===== src/hdl/bsct_pkg.sv =====
// Shared types and constants for the BCD up/down timer.
package bsct_pkg;

   typedef enum logic [2:0] {
      MODE_TICK   = 3'd0,
      MODE_RESET  = 3'd1,
      MODE_PAUSE  = 3'd2,
      MODE_RESUME = 3'd3,
      MODE_TOGGLE = 3'd4,
      MODE_ADJUST = 3'd5
   } mode_type;

   typedef enum logic [2:0] {
      SEL_SEC_UNITS  = 3'd0,
      SEL_SEC_TENS   = 3'd1,
      SEL_MIN_UNITS  = 3'd2,
      SEL_MIN_TENS   = 3'd3,
      SEL_HOUR_UNITS = 3'd4,
      SEL_HOUR_TENS  = 3'd5
   } digit_sel_type;

   localparam logic [3:0] UNITS_MAX     = 4'd9;
   localparam logic [2:0] MS_TENS_MAX   = 3'd5;
   localparam logic [3:0] HOUR_TENS_MAX = 4'd9;

   typedef struct packed {
      logic [3:0] hour_tens;
      logic [3:0] hour_units;
      logic [2:0] min_tens;
      logic [3:0] min_units;
      logic [2:0] sec_tens;
      logic [3:0] sec_units;
   } count_type;

endpackage


===== src/hdl/bcd_stopwatch_countdown_timer_unit.sv =====
// Top level of the BCD HH:MM:SS up/down timer with alarm.
//
// One event beat is taken per clock while req_stall is low. Its result beat (the full timer state
// after the event) appears on the rsp_ side on the cycle after acceptance; the state registers
// themselves are the result register, so the next event is taken in that same cycle unless
// the result is stalled. req_stall rises only while a result is held and rsp_stall is high.
// Sustained rate: one event per cycle while rsp_stall is low, set by the single register stage
// holding the digits and flags.
module bcd_stopwatch_countdown_timer_unit
   import bsct_pkg::*;
(
   input  logic       clock,
   input  logic       reset,
   input  logic       req_valid,
   output logic       req_stall,
   input  logic [2:0] req_mode,
   input  logic [2:0] req_digit_select,
   input  logic       req_adjust_up,
   output logic       rsp_valid,
   input  logic       rsp_stall,
   output logic [3:0] rsp_sec_units,
   output logic [2:0] rsp_sec_tens,
   output logic [3:0] rsp_min_units,
   output logic [2:0] rsp_min_tens,
   output logic [3:0] rsp_hour_units,
   output logic [3:0] rsp_hour_tens,
   output logic       rsp_counting_down,
   output logic       rsp_is_running,
   output logic       rsp_timeout_alarm
);

   count_type count_ff, count_in;
   logic      down_ff, down_in;
   logic      run_ff, run_in;
   logic      armed_ff, armed_in;
   logic      alarm_ff, alarm_in;
   logic      rsp_valid_ff, rsp_valid_in;
   logic      req_accept;

   function automatic logic is_zero(input count_type c);
      is_zero = (c == '0);
   endfunction

   function automatic count_type tick_up(input count_type c);
      count_type r;
      r = c;
      if (c.sec_units < UNITS_MAX) r.sec_units = c.sec_units + 4'd1;
      else begin
         r.sec_units = '0;
         if (c.sec_tens < MS_TENS_MAX) r.sec_tens = c.sec_tens + 3'd1;
         else begin
            r.sec_tens = '0;
            if (c.min_units < UNITS_MAX) r.min_units = c.min_units + 4'd1;
            else begin
               r.min_units = '0;
               if (c.min_tens < MS_TENS_MAX) r.min_tens = c.min_tens + 3'd1;
               else begin
                  r.min_tens = '0;
                  if (c.hour_units < UNITS_MAX) r.hour_units = c.hour_units + 4'd1;
                  else begin
                     r.hour_units = '0;
                     if (c.hour_tens < HOUR_TENS_MAX) r.hour_tens = c.hour_tens + 4'd1;
                     else r.hour_tens = '0;
                  end
               end
            end
         end
      end
      return r;
   endfunction

   // caller guards the all-zero count
   function automatic count_type tick_down(input count_type c);
      count_type r;
      r = c;
      if (c.sec_units != '0) r.sec_units = c.sec_units - 4'd1;
      else begin
         r.sec_units = UNITS_MAX;
         if (c.sec_tens != '0) r.sec_tens = c.sec_tens - 3'd1;
         else begin
            r.sec_tens = MS_TENS_MAX;
            if (c.min_units != '0) r.min_units = c.min_units - 4'd1;
            else begin
               r.min_units = UNITS_MAX;
               if (c.min_tens != '0) r.min_tens = c.min_tens - 3'd1;
               else begin
                  r.min_tens = MS_TENS_MAX;
                  if (c.hour_units != '0) r.hour_units = c.hour_units - 4'd1;
                  else begin
                     r.hour_units = UNITS_MAX;
                     if (c.hour_tens != '0) r.hour_tens = c.hour_tens - 4'd1;
                     else r.hour_tens = HOUR_TENS_MAX;
                  end
               end
            end
         end
      end
      return r;
   endfunction

   // units adjust with carry/borrow into tens; returns {tens, units}
   function automatic logic [7:0] adjust_pair(input logic [3:0] u, input logic [3:0] t,
                                              input logic [3:0] tmax, input logic up);
      logic [3:0] nu;
      logic [3:0] nt;
      nu = u;
      nt = t;
      if (up) begin
         if (u < UNITS_MAX) nu = u + 4'd1;
         else if (t < tmax) begin
            nu = '0;
            nt = t + 4'd1;
         end
      end else begin
         if (u != '0) nu = u - 4'd1;
         else if (t != '0) begin
            nt = t - 4'd1;
            nu = UNITS_MAX;
         end
      end
      return {nt, nu};
   endfunction

   function automatic logic [3:0] adjust_single(input logic [3:0] t, input logic [3:0] tmax,
                                                input logic up);
      logic [3:0] nt;
      nt = t;
      if (up) begin
         if (t < tmax) nt = t + 4'd1;
      end else if (t != '0) nt = t - 4'd1;
      return nt;
   endfunction

   assign req_stall    = rsp_valid_ff & rsp_stall;
   assign req_accept   = req_valid & ~req_stall;
   assign rsp_valid_in = req_accept | (rsp_valid_ff & rsp_stall);

   always_comb begin
      logic [7:0] pair;
      count_in = count_ff;
      down_in  = down_ff;
      run_in   = run_ff;
      armed_in = armed_ff;
      alarm_in = alarm_ff;
      pair     = '0;
      case (req_mode)
         MODE_TICK: begin
            if (run_ff) begin
               if (!down_ff) begin
                  armed_in = 1'b1;
                  count_in = tick_up(count_ff);
               end else begin
                  if (!is_zero(count_ff)) count_in = tick_down(count_ff);
                  if (is_zero(count_in) && armed_ff) alarm_in = 1'b1;
               end
            end
         end
         MODE_RESET: begin
            count_in = '0;
            armed_in = 1'b0;
            alarm_in = 1'b0;
         end
         MODE_PAUSE:  run_in = 1'b0;
         MODE_RESUME: run_in = 1'b1;
         MODE_TOGGLE: begin
            down_in = ~down_ff;
            if (down_ff) alarm_in = 1'b0;
         end
         MODE_ADJUST: begin
            case (req_digit_select)
               SEL_SEC_UNITS: begin
                  pair = adjust_pair(count_ff.sec_units, {1'b0, count_ff.sec_tens},
                                     {1'b0, MS_TENS_MAX}, req_adjust_up);
                  count_in.sec_units = pair[3:0];
                  count_in.sec_tens  = pair[6:4];
               end
               SEL_SEC_TENS: begin
                  pair[3:0] = adjust_single({1'b0, count_ff.sec_tens}, {1'b0, MS_TENS_MAX},
                                            req_adjust_up);
                  count_in.sec_tens = pair[2:0];
               end
               SEL_MIN_UNITS: begin
                  pair = adjust_pair(count_ff.min_units, {1'b0, count_ff.min_tens},
                                     {1'b0, MS_TENS_MAX}, req_adjust_up);
                  count_in.min_units = pair[3:0];
                  count_in.min_tens  = pair[6:4];
               end
               SEL_MIN_TENS: begin
                  pair[3:0] = adjust_single({1'b0, count_ff.min_tens}, {1'b0, MS_TENS_MAX},
                                            req_adjust_up);
                  count_in.min_tens = pair[2:0];
               end
               SEL_HOUR_UNITS: begin
                  pair = adjust_pair(count_ff.hour_units, count_ff.hour_tens,
                                     HOUR_TENS_MAX, req_adjust_up);
                  count_in.hour_units = pair[3:0];
                  count_in.hour_tens  = pair[7:4];
               end
               SEL_HOUR_TENS: begin
                  count_in.hour_tens = adjust_single(count_ff.hour_tens, HOUR_TENS_MAX,
                                                     req_adjust_up);
               end
               default: ;
            endcase
            if (req_adjust_up && (req_digit_select <= SEL_HOUR_TENS)) armed_in = 1'b1;
         end
         default: ;
      endcase
   end

   always_ff @(posedge clock) begin
      if (reset) begin
         count_ff     <= '0;
         down_ff      <= 1'b0;
         run_ff       <= 1'b1;
         armed_ff     <= 1'b1;
         alarm_ff     <= 1'b0;
         rsp_valid_ff <= 1'b0;
      end else begin
         rsp_valid_ff <= rsp_valid_in;
         if (req_accept) begin
            count_ff <= count_in;
            down_ff  <= down_in;
            run_ff   <= run_in;
            armed_ff <= armed_in;
            alarm_ff <= alarm_in;
         end
      end
   end

   assign rsp_valid         = rsp_valid_ff;
   assign rsp_sec_units     = count_ff.sec_units;
   assign rsp_sec_tens      = count_ff.sec_tens;
   assign rsp_min_units     = count_ff.min_units;
   assign rsp_min_tens      = count_ff.min_tens;
   assign rsp_hour_units    = count_ff.hour_units;
   assign rsp_hour_tens     = count_ff.hour_tens;
   assign rsp_counting_down = down_ff;
   assign rsp_is_running    = run_ff;
   assign rsp_timeout_alarm = alarm_ff;

`ifndef SYNTHESIS
   a_stall_needs_held_beat: assert property (@(posedge clock) disable iff (reset)
      req_stall |-> rsp_valid_ff)
      else $error("input stalled with no held result beat");

   a_alarm_from_tick: assert property (@(posedge clock) disable iff (reset)
      $rose(alarm_ff) |-> $past(req_accept && (req_mode == MODE_TICK) && down_ff))
      else $error("alarm raised without a countdown tick");

   a_state_holds_idle: assert property (@(posedge clock) disable iff (reset)
      (!$past(reset) && !$past(req_accept)) |-> $stable(count_ff) && $stable(alarm_ff))
      else $error("timer state changed without an accepted beat");

   a_count_legal: assert property (@(posedge clock) disable iff (reset)
      (count_ff.sec_units <= UNITS_MAX) && (count_ff.sec_tens <= MS_TENS_MAX) &&
      (count_ff.min_units <= UNITS_MAX) && (count_ff.min_tens <= MS_TENS_MAX) &&
      (count_ff.hour_units <= UNITS_MAX) && (count_ff.hour_tens <= HOUR_TENS_MAX))
      else $error("BCD digit out of range");
`endif

endmodule


===== config.mk =====
export PLATFORM = sky130hd
export DESIGN_NAME = bcd_stopwatch_countdown_timer_unit
export DESIGN_NICKNAME = d
export VERILOG_FILES = /design/src/hdl/bsct_pkg.sv /design/src/hdl/bcd_stopwatch_countdown_timer_unit.sv
export SDC_FILE = /design/constraint.sdc
export NUM_CORES = 1
export LEC_CHECK = 0
export BUFFER_PORTS_ARGS = -buffer_cell sky130_fd_sc_hd__buf_4
export CORE_MARGIN = 4
export CORE_UTILIZATION = 60
export CTS_BUF_LIST = sky130_fd_sc_hd__clkbuf_16
export DETAILED_ROUTE_END_ITERATION = 6
export PLACE_DENSITY = 0.82
export SLEW_MARGIN = 5
export SYNTH_ARGS = -nofsm -noshare
export SYNTH_HDL_FRONTEND = slang
export SYNTH_SLANG_ARGS = --single-unit

===== constraint.sdc =====
create_clock -name clock -period 2.9 [get_ports clock]
set_input_delay 0.29 -clock clock [delete_from_list [all_inputs] [get_ports clock]]
set_output_delay 0.29 -clock clock [all_outputs]
set_load 0.01 [all_outputs]

# Word level (Yosys, flattened, before mapping)

Cells that the tools add are included.

Register bits after elaboration: 27
Logic and storage cells: 183
Output and inout port bits: 27
Input bits: 11

Magnitude comparators: 9
Reduce and logical (&&, ||, !) cells: 25
Add/sub/neg operators: 16
Equality and inequality tests: 39
Multiplexer cells: 78
Bitwise logic cells: 5

Operators by type and width:

| cell                                                 | number |
|---|---|
| 2-to-1 mux 4 bit                                     | 34 |
| 2-to-1 mux 22 bit                                    | 6 |
| one-hot mux 22 bit (3 select lines)                  | 1 |
| 2-to-1 mux 3 bit                                     | 16 |
| != test 4 bit (second input constant)                | 12 |
| zero test 22 bit                                     | 2 |
| 2-to-1 mux 18 bit                                    | 2 |
| 2-to-1 mux 15 bit                                    | 2 |
| 2-to-1 mux 11 bit                                    | 2 |
| adder 4 x 1 -> 4 bit (second input constant)         | 4 |
| less-than comparator 4 bit (second input constant)   | 4 |
| 2-to-1 mux 8 bit                                     | 2 |
| nonzero test 4 bit                                   | 4 |
| subtractor 4 x 1 -> 4 bit (second input constant)    | 4 |
| != test 3 bit (second input constant)                | 5 |
| adder 3 x 1 -> 3 bit (second input constant)         | 4 |
| equality test 3 x 2 -> 1 bit (second input constant) | 4 |
| equality test 3 bit (second input constant)          | 4 |
| less-than comparator 3 bit (second input constant)   | 4 |
| != test 2 bit (second input constant)                | 6 |
| one-hot mux 3 bit (2 select lines)                   | 2 |
| AND reduction 6 bit                                  | 2 |
| nonzero test 3 bit                                   | 4 |
| subtractor 3 x 1 -> 3 bit (second input constant)    | 4 |
| other kinds (21)                                     | 38 |

# Logic depth before layout (Yosys ltp)

Gate-level depths: netlist (run 1).

Depth after elaboration: 17
Depth in mapped cells: 10
Depth with buffers taken out: 8

# Least setup slack after synthesis (run 1)

OpenSTA, ideal clock, no wires.

Path kind: reg-to-reg
Start: register count_ff, in the netlist rsp_min_units[0]
End: register alarm_ff (netlist: rsp_timeout_alarm)
Setup slack: 0.330 ns
Path buffers: 1
Cell stages (with the launch flop): 10
Arrival: 2.486 ns
Required time: 2.817 ns
Setup time: 0.083 ns
Clock period less this slack: 2.570 ns
Path through: dfxtp_1 > inv_1 > ha_1 > or3b_1 > buf_2 > o41ai_2 > o21a_1 > nand4_1 > or4_4 > o31ai_4

Cells in the longest elaborated chain, start to end: 12
Elaborated cells on any way between the ends: 15
Those cells by class: add/sub (1); eq/ne (1); mux (8); reduce/logical (5)

RTL lines:

| element                                                                | line                                      | source |
|---|---|---|
| start, declared                                                        | bcd_stopwatch_countdown_timer_unit.sv:32  | `count_type count_ff, count_in;` |
| start signal, assigned                                                 | bcd_stopwatch_countdown_timer_unit.sv:222 | `count_ff <= count_in;` |
| subtractor 4 x 1 -> 4 bit / nonzero test 4 bit (equally long branches) | bcd_stopwatch_countdown_timer_unit.sv:82  | `if (c.min_units != '0) r.min_units = c.min_units - 4'd1;` |
| 2-to-1 mux 4 bit / 2-to-1 mux 11 bit (equally long branches)           | bcd_stopwatch_countdown_timer_unit.sv:82  |  |
| 2-to-1 mux 15 bit                                                      | bcd_stopwatch_countdown_timer_unit.sv:79  | `if (c.sec_tens != '0) r.sec_tens = c.sec_tens - 3'd1;` |
| 2-to-1 mux 18 bit                                                      | bcd_stopwatch_countdown_timer_unit.sv:76  | `if (c.sec_units != '0) r.sec_units = c.sec_units - 4'd1;` |
| 2-to-1 mux 22 bit *                                                    | bcd_stopwatch_countdown_timer_unit.sv:153 | `if (!is_zero(count_ff)) count_in = tick_down(count_ff);` |
| 2-to-1 mux 22 bit *                                                    | bcd_stopwatch_countdown_timer_unit.sv:149 | `if (!down_ff) begin` |
| 2-to-1 mux 22 bit *                                                    | bcd_stopwatch_countdown_timer_unit.sv:148 | `if (run_ff) begin` |
| 2-to-1 mux 22 bit *                                                    | bcd_stopwatch_countdown_timer_unit.sv:146 | `case (req_mode)` |
| zero test 22 bit *                                                     | bcd_stopwatch_countdown_timer_unit.sv:41  | `is_zero = (c == '0);` |
| logical AND 1 bit *                                                    | bcd_stopwatch_countdown_timer_unit.sv:154 | `if (is_zero(count_in) && armed_ff) alarm_in = 1'b1;` |
| != test 2 bit (no source line) *                                       | --                                        |  |
| AND reduction 6 bit (no source line) *                                 | --                                        |  |
| end signal, assigned                                                   | bcd_stopwatch_countdown_timer_unit.sv:226 | `alarm_ff <= alarm_in;` |
| end, declared                                                          | bcd_stopwatch_countdown_timer_unit.sv:36  | `logic alarm_ff, alarm_in;` |

Mark *: on every way between the ends. The rest lies on a longest branch, timed or not. The select of a mux whose other input is x is not followed.
A chain may end at the register's enable or synchronous reset.

# Worst setup path after layout (run 1)

Same ends and word-level chain as after synthesis.

==> qor.csv, run 1 <==
metric;value;unit
status;complete, no violations;
cts_resized;0;
holdPathEnd;rsp_valid$_SDFF_PP0_;
synth_xor_area_share;1.104;%
arrival;2960;ps
grt_pass1_vias;3584;
start_util;62.13;%
cts_tree;built;
clock_path_buffers;2;
slew_violations;0;
gr-total-overflow;0;
end_kind;flop;
core-area;5107;µm²
postCtsSetupRepairBufs;0;
vias_per_cell;7.181;
wl_per_cell;20.87;µm
clk_pin_slew;70;ps
ys.flop_type;dfxtp_1;
critPathMaxFanout;8;
grt_max_degree;30;
synth_edf_count;0;
slowest_stage;or3b_1;
fmax;361.6;MHz
report.final.hold_viol_count;0;
cts_inserted_buffers;3;
synth_top_cell_area_share;17.03;%
critPathBufInv;2;
r2r-start;rsp_min_units[0]$_SDFFE_PP0P_;
synth_compound_area_share;33.71;%
antenna_found_initial;0;
dp_slack;219.4;ps
irDropWorstVdd;0.2511;mV
fin_crit;2765;ps
hold_buffers;0;
port_buffers;37;
cp.depth;9;
ys_seq_area_share;17.03;%
finalNetCount;521;
synth.top_cells.by_area;dfxtp_1 (17%), nor2_1 (6.9%), ha_1 (5.9%);
tns;0;ps
syn2layout_area_growth;18.18;%
hp-class;input pin to flop;
synth_top_family_by_area;compound AO/OA/AOI/OAI gates;
synth_adder_area_share;5.915;%
diodes;0;
cp_slowest_stage_delay;460;ps
period_share;95.36;%
tightestPinTransition;861.0;ps
required;3090;ps
seq_power_share;29.0;%
num_rows;26;
setup_viol_count_final;0;
reg2regPathDepth;9;
p_leak;0.001471;µW
ff2ff_setup_slack;130;ps
gp_routability_congestion;1.062;
synthArstFlopShare;0;%
ys_types;71;
final_layout_size_suffix_gt1_share;19.03;%
p_switching;591.6;µW
slew_headroom;42.54;%
die_y;80.72;µm
syn-num-nets;478;
power_density;381.8;nW/µm²
path_class;flop to flop;
yosys.area.top_type;dfxtp_1;
grt_pass1_wl;18.80;mm
cp_cell_sequence;inv_1, ha_1, or3b_1, nor4_1, buf_4, nand4_1, a221oi_1, o2111ai_1, o31ai_4;
first_pass_iters;6;
syn_avg_cell_area;7.020;µm²
clk_latency;270;ps
p_comb_share;47.8;%
cp-start-kind;flop;
synth-seq-cells;27;
drv_cap;0;
p_clk_share;23.2;%
cts.sinks;27;
min-delay-start;req_valid;
fin_skew;5.268;ps
die-width;80.72;µm
p_int;840.2;µW
yosys.area_share.simple;32.89;%
hpwlAfterDp;8.783;mm
min_path_cells;3;
fillers;434;
synthCells;452;
whs;265.8;ps
utilization;73.42;%
swShare;41.32;%
fin_ws;134.7;ps
grt_use_total;37.26;%
io_pins;38;
via_count;4050;
ant_nets;0;
totalWireLength;11.77;mm
htree_levels;1;
drt_iter0_markers;647;
ys_warn_count;0;
synth_area;3173;µm²
power.total;1432;µW
crit_family;simple AND/OR/NAND/NOR gates;
rr_endpoint;rsp_timeout_alarm$_SDFFE_PP0P_;
synth_mux_area_share;2.879;%
rsz0062_at_grt;no;
clock-root-buffer;clkbuf_16;
drc;0;
die_area;6516;µm²
[cells by family after synthesis]
logic type,count (synthesis)
AND/OR/NAND/NOR,196
AO/OA/AOI/OAI,148
buffers and inverters,53
flip-flops,27
adder cells (fa/ha/maj),15
multiplexers,9
XOR/XNOR,4
[placed cells by master (no fill, tap or decap), drive strengths merged, types with 6 or more instances in the layout]
| master | netlist | final |
|---|---|---|
| a221oi | 9 | 9 |
| o31ai | 11 | 11 |
| a31oi | 9 | 9 |
| nor3 | 20 | 20 |
| ha | 15 | 15 |
| a211oi | 13 | 13 |
| nor3b | 7 | 7 |
| a21oi | 23 | 23 |
| nor2 | 58 | 58 |
| nand3 | 13 | 13 |
| buf | 9 | 70 |
| dfxtp | 27 | 27 |
| nor4 | 7 | 7 |
| nand4 | 9 | 9 |
| o21ai | 28 | 28 |
| inv | 21 | 22 |
| nand2 | 28 | 28 |
| mux2i | 8 | 8 |
| or2 | 6 | 6 |
| a311oi | 6 | 6 |
| nor2b | 8 | 8 |
| nand2b | 9 | 9 |
[state kept, by name, summed over array words and instances, names as in the netlist]
| register | count |
|---|---|
| rsp_hour_tens | 4 |
| rsp_min_units | 4 |
| rsp_min_tens | 3 |
| rsp_sec_tens | 3 |
| armed_ff | 1 |
| rsp_hour_units | 4 |
| rsp_is_running | 1 |
| rsp_timeout_alarm | 1 |
| rsp_valid | 1 |
| rsp_counting_down | 1 |
| rsp_sec_units | 4 |
[power by group through the flow]
| stage | combinational (µW) | sequential [µW] | clock (µW) |
|---|---|---|---|
| floorplan | 416 | 422 | 0 |
| global placement | 646 | 421 | 0 |
| detailed placement | 651 | 422 | 0 |
| CTS | 655 | 414 | 334 |
| global route | 734 | 418 | 357 |
| finish | 684 | 415 | 332 |
[metal layers]
metal | global-route usage, % | share of wire, %
met5 | 0 | 0
met4 | 19.09 | 6.3
met3 | 7.063 | 13
met2 | 56.04 | 42
met1 | 50.37 | 39
[worst register-to-register path: cells and delay by family (launching register included)]
family | cells | cell delay, ps
simple gates | 3 | 950
fa+ha+maj | 1 | 210
buf+inv | 2 | 370
compound gates | 3 | 760
flops | 1 | 390
[cell usage after synthesis (all sizes together) (11+ instances only)]
library cell  instances
clkbuf               23
a21oi                23
o21ai                28
nand2                28
nor2                 58
o31ai                11
nand3                13
a211oi               13
dfxtp                27
ha                   15
nor3                 20
inv                  21
[worst max path at each step]
| stage | from | endpoint | slack [ps] |
|---|---|---|---|
| 2_1_floorplan | rsp_min_units[0]$_SDFFE_PP0P_ | rsp_timeout_alarm$_SDFFE_PP0P_ | 330 |
| 3_3_place_gp | rsp_hour_units[0]$_SDFFE_PP0P_ | rsp_timeout_alarm$_SDFFE_PP0P_ | 210 |
| 3_5_place_dp | rsp_hour_units[0]$_SDFFE_PP0P_ | rsp_timeout_alarm$_SDFFE_PP0P_ | 220 |
| 4_1_cts | rsp_hour_units[0]$_SDFFE_PP0P_ | rsp_timeout_alarm$_SDFFE_PP0P_ | 210 |
| 5_1_grt | rsp_sec_tens[0]$_SDFFE_PP0P_ | rsp_timeout_alarm$_SDFFE_PP0P_ | 10 |
| 6_report | rsp_min_units[0]$_SDFFE_PP0P_ | rsp_timeout_alarm$_SDFFE_PP0P_ | 130 |
[metrics by stage]
step / instances / cell area, µm²
after floorplan: 452 / 3173
after global placement: 560 / 3660
after detailed placement: 560 / 3660
after CTS: 564 / 3739
after global routing: 564 / 3750
final: 564 / 3750
[cell type report]
class | count | area [µm²] | share of cell area (%)
inverters | 21 | 78.83 | 2.102
well taps | 70 | 87.58 | 2.336
repair buffers | 70 | 525.5 | 14.01
multi-input cells | 372 | 2439 | 65.03
flip-flops and latches | 27 | 540.5 | 14.41
clock inverters | 1 | 3.754 | 0.1001
clock buffers | 3 | 75.07 | 2.002
No activity file was read; power rests on OpenSTA's default activity.
==> run 2: changes to the inputs <==
--- a/config.mk
+++ b/config.mk
@@ -5,6 +5,7 @@
 export SDC_FILE = /design/constraint.sdc
 export NUM_CORES = 1
 export LEC_CHECK = 0
+export ABC_AREA = 1
 export BUFFER_PORTS_ARGS = -buffer_cell sky130_fd_sc_hd__buf_4
 export CORE_MARGIN = 4
 export CORE_UTILIZATION = 60
==> qor.csv, run 2 <==
metric;value;unit;change
synth_edf_count;0;;unchanged
synthCells;556;;+23%
die_y;80.48;µm;-0.30%
period_share;92.07;%;-3.3 points
cts_resized;0;;unchanged
start_util;61.71;%;-0.42 points
antenna_found_initial;0;;unchanged
slowest_stage;dfxtp_1;;
rr_endpoint;rsp_timeout_alarm$_SDFFE_PP0P_;;
cp_cell_sequence;inv_1, ha_1, inv_2, nor2_4, nand3_1, nor2_1, nand2_1, nand2_1, nand2_1, nor2_1, nand2_1, nor2_1, nand2_1, nand2_1, nand3_1, nand2_1, nor2_1;;
rsz0062_at_grt;no;;
totalWireLength;11.38;mm;-3.3%
synth_mux_area_share;0;%;-2.9 points
yosysMostFrequentCell;nand2_1;;
htree_levels;1;;unchanged
gr-total-overflow;0;;unchanged
mostFrequentLayoutCells;nand2_1 (139), nor2_1 (79), inv_1 (54);;
synth_top_family_by_area;simple AND/OR/NAND/NOR gates;;
min-delay-start;reset;;
grt_pass1_wl;18.22;mm;-3.1%
ys.flop_type;dfxtp_1;;
clock-root-buffer;clkbuf_16;;
p_comb_share;49.4;%;+1.6 points
ff2ff_setup_slack;230;ps;+100 ps
drc;12;;+12
fin_crit;2670;ps;-95.37 ps
p_int;820.7;µW;-2.3%
final_layout_size_suffix_gt1_share;14.17;%;-4.9 points
diodes;0;;unchanged
path_common_cell;nand2_1;;
fmax;374.5;MHz;+3.6%
cts_tree;built;;
violations;design-rule violations;;
dpl_cell_area;3513;µm²;-4.0%
synth_common_cells;nand2_1 (139), nor2_1 (79), inv_1 (54), nand3_1 (46), o21ai_0 (36);;
required;3070;ps;-20 ps
grt_max_degree;22;;-27%
core-area;5107;µm²;unchanged
ys_types;39;;-45%
drv_cap;0;;unchanged
p_clk_share;22.4;%;-0.8 points
setup_viol_count_final;0;;unchanged
postCtsSetupRepairBufs;0;;unchanged
reg2regPathDepth;17;;+8
critPathMaxFanout;7;;-1
seq_power_share;28.2;%;-0.8 points
clk_pin_slew;80;ps;about the same
syn2layout_area_growth;14.01;%;
irDropWorstVdd;0.2732;mV;+8.8%
slew_headroom;52.63;%;+10 points
io_pins;38;;unchanged
hold_buffers;0;;unchanged
synth_compound_area_share;22.03;%;-12 points
num_rows;26;;unchanged
fin_skew;10.81;ps;+5.540 ps
fillers;482;;+11%
clock_path_buffers;2;;unchanged
via_count;4203;;+3.8%
hpwlAfterDp;8.399;mm;-4.4%
cp-start-kind;flop;;
die_area;6476;µm²;-0.61%
slew_violations;0;;unchanged
die-width;80.48;µm;-0.30%
syn_avg_cell_area;5.669;µm²;-19%
min_path_cells;2;;-1
holdPathEnd;rsp_counting_down$_SDFFE_PP0P_;;
synth_adder_area_share;5.955;%;+0.040 points
ys_warn_count;0;;unchanged
synthArstFlopShare;0;%;unchanged
cts.sinks;27;;unchanged
ys_seq_area_share;17.15;%;+0.11 points
final_common_cell;nand2_1;;
yosys.area.top_type;dfxtp_1;;
synth_top_cell_area_share;17.15;%;+0.11 points
whs;286.9;ps;+21.12 ps
ant_nets;0;;unchanged
port_buffers;37;;unchanged
synth.top_cells.by_area;dfxtp_1 (17%), nand2_1 (17%), nor2_1 (9.4%);;
report.final.hold_viol_count;0;;unchanged
final_area;3593;µm²;-4.2%
end_kind;flop;;
clk_latency;280;ps;about the same
cts_inserted_buffers;3;;unchanged
first_pass_iters;7;;+1
wl_per_cell;17.16;µm;-18%
grt_use_total;35.91;%;-1.3 points
grt_pass1_vias;3830;;+6.9%
gp_routability_congestion;1.036;;-2.4%
r2r-start;rsp_sec_tens[0]$_SDFFE_PP0P_;;
arrival;2840;ps;-120 ps
synth_area;3152;µm²;-0.67%
yosys.area_share.simple;43.63;%;+11 points
finalNetCount;620;;+19%
syn-num-nets;582;;+22%
p_leak;0.001778;µW;+21%
tns;0;ps;unchanged
status;complete, but fails checks;;
vias_per_cell;6.339;;-12%
cp_slowest_stage_delay;350;ps;-110 ps
drt_iter0_markers;679;;+4.9%
p_switching;721.4;µW;+22%
hp-class;input pin to flop;;
synth_xor_area_share;1.945;%;+0.84 points
power_density;429.2;nW/µm²;+12%
synth-seq-cells;27;;unchanged
path_class;flop to flop;;
tightestPinTransition;709.8;ps;-151.2 ps
swShare;46.78;%;+5.5 points
run 2: cell types whose count changed in the layout (fill, tap and decap cells not counted), sizes merged, moves of 9 or more:
cell    delta
nand2    +119
inv       +44
nand3     +36
nor2      +34
buf       -28
o21ai     +18
a21oi     +10
a221oi     -9
nand2b     -9
o31ai      -9
run 2: metal layers:
layer	GRT usage [%]	share of wire, %	wire, µm	vias up
li1	-	-	-	1935
met1	46.25	38	4343	1825
met2	55.30	42	4741	365
met3	8.072	15	1672	78
met4	19.09	5.5	622	0
met5	0	0	0	-
run 2: cell type report:
class	count	area, µm²	area share [%]
Clock buffer	3	75.07	2.089
Clock inverter	1	5.005	0.1393
Inverter	67	251.5	6.999
Multi-Input combinational cell	453	2318	64.52
Sequential cell	27	540.5	15.04
Tap cell	70	87.58	2.437
Timing Repair Buffer	42	315.3	8.774
run 2: how the worst max path moves through the flow:
stage                                   startpoint                        endpoint  slack, ps  depth (start not counted)
floorplan           rsp_hour_units[0]$_SDFFE_PP0P_   rsp_hour_tens[3]$_SDFFE_PP0P_        810                         14
global placement      rsp_sec_tens[0]$_SDFFE_PP0P_  rsp_timeout_alarm$_SDFFE_PP0P_        430                         17
detailed placement    rsp_sec_tens[0]$_SDFFE_PP0P_  rsp_timeout_alarm$_SDFFE_PP0P_        460                         17
CTS                   rsp_sec_tens[0]$_SDFFE_PP0P_  rsp_timeout_alarm$_SDFFE_PP0P_        360                         17
global route          rsp_sec_tens[0]$_SDFFE_PP0P_  rsp_timeout_alarm$_SDFFE_PP0P_         40                         17
finish                rsp_sec_tens[0]$_SDFFE_PP0P_  rsp_timeout_alarm$_SDFFE_PP0P_        230                         17
run 2: logic make-up (layout without fill, tap and decap cells):
group,Yosys count,count (layout)
adder cells (fa/ha/maj),15,15
AO/OA/AOI/OAI,121,121
flip-flops,27,27
buffers and inverters,76,113
XOR/XNOR,7,7
AND/OR/NAND/NOR,310,310
run 2: power by group through the flow:
stage,Sequential [µW],Combinational [µW],Clock [µW]
2_1_floorplan,437,513,0
3_3_place_gp,439,714,0
3_5_place_dp,441,721,0
4_1_cts,432,728,345
5_1_grt,437,828,364
6_report,434,762,346
run 2: per-stage QoR:
step                std cells  utilization, %  worst slack [ps]  power [µW]
floorplan                 556               -             809.8       949.8
global placement          659           68.79             433.8        1153
detailed placement        659           68.79             458.9        1162
CTS                       663           70.36             364.6        1505
global route              663           70.36             44.08        1629
finish                    663           70.36             230.1        1542
run 2: critical path, delay by kind of cell, from the launching register on:
family	cells	cell delay (ps)
buffers and inverters	2	240
flip-flops	1	350
adder cells (fa/ha/maj)	1	270
AND/OR/NAND/NOR	14	1700
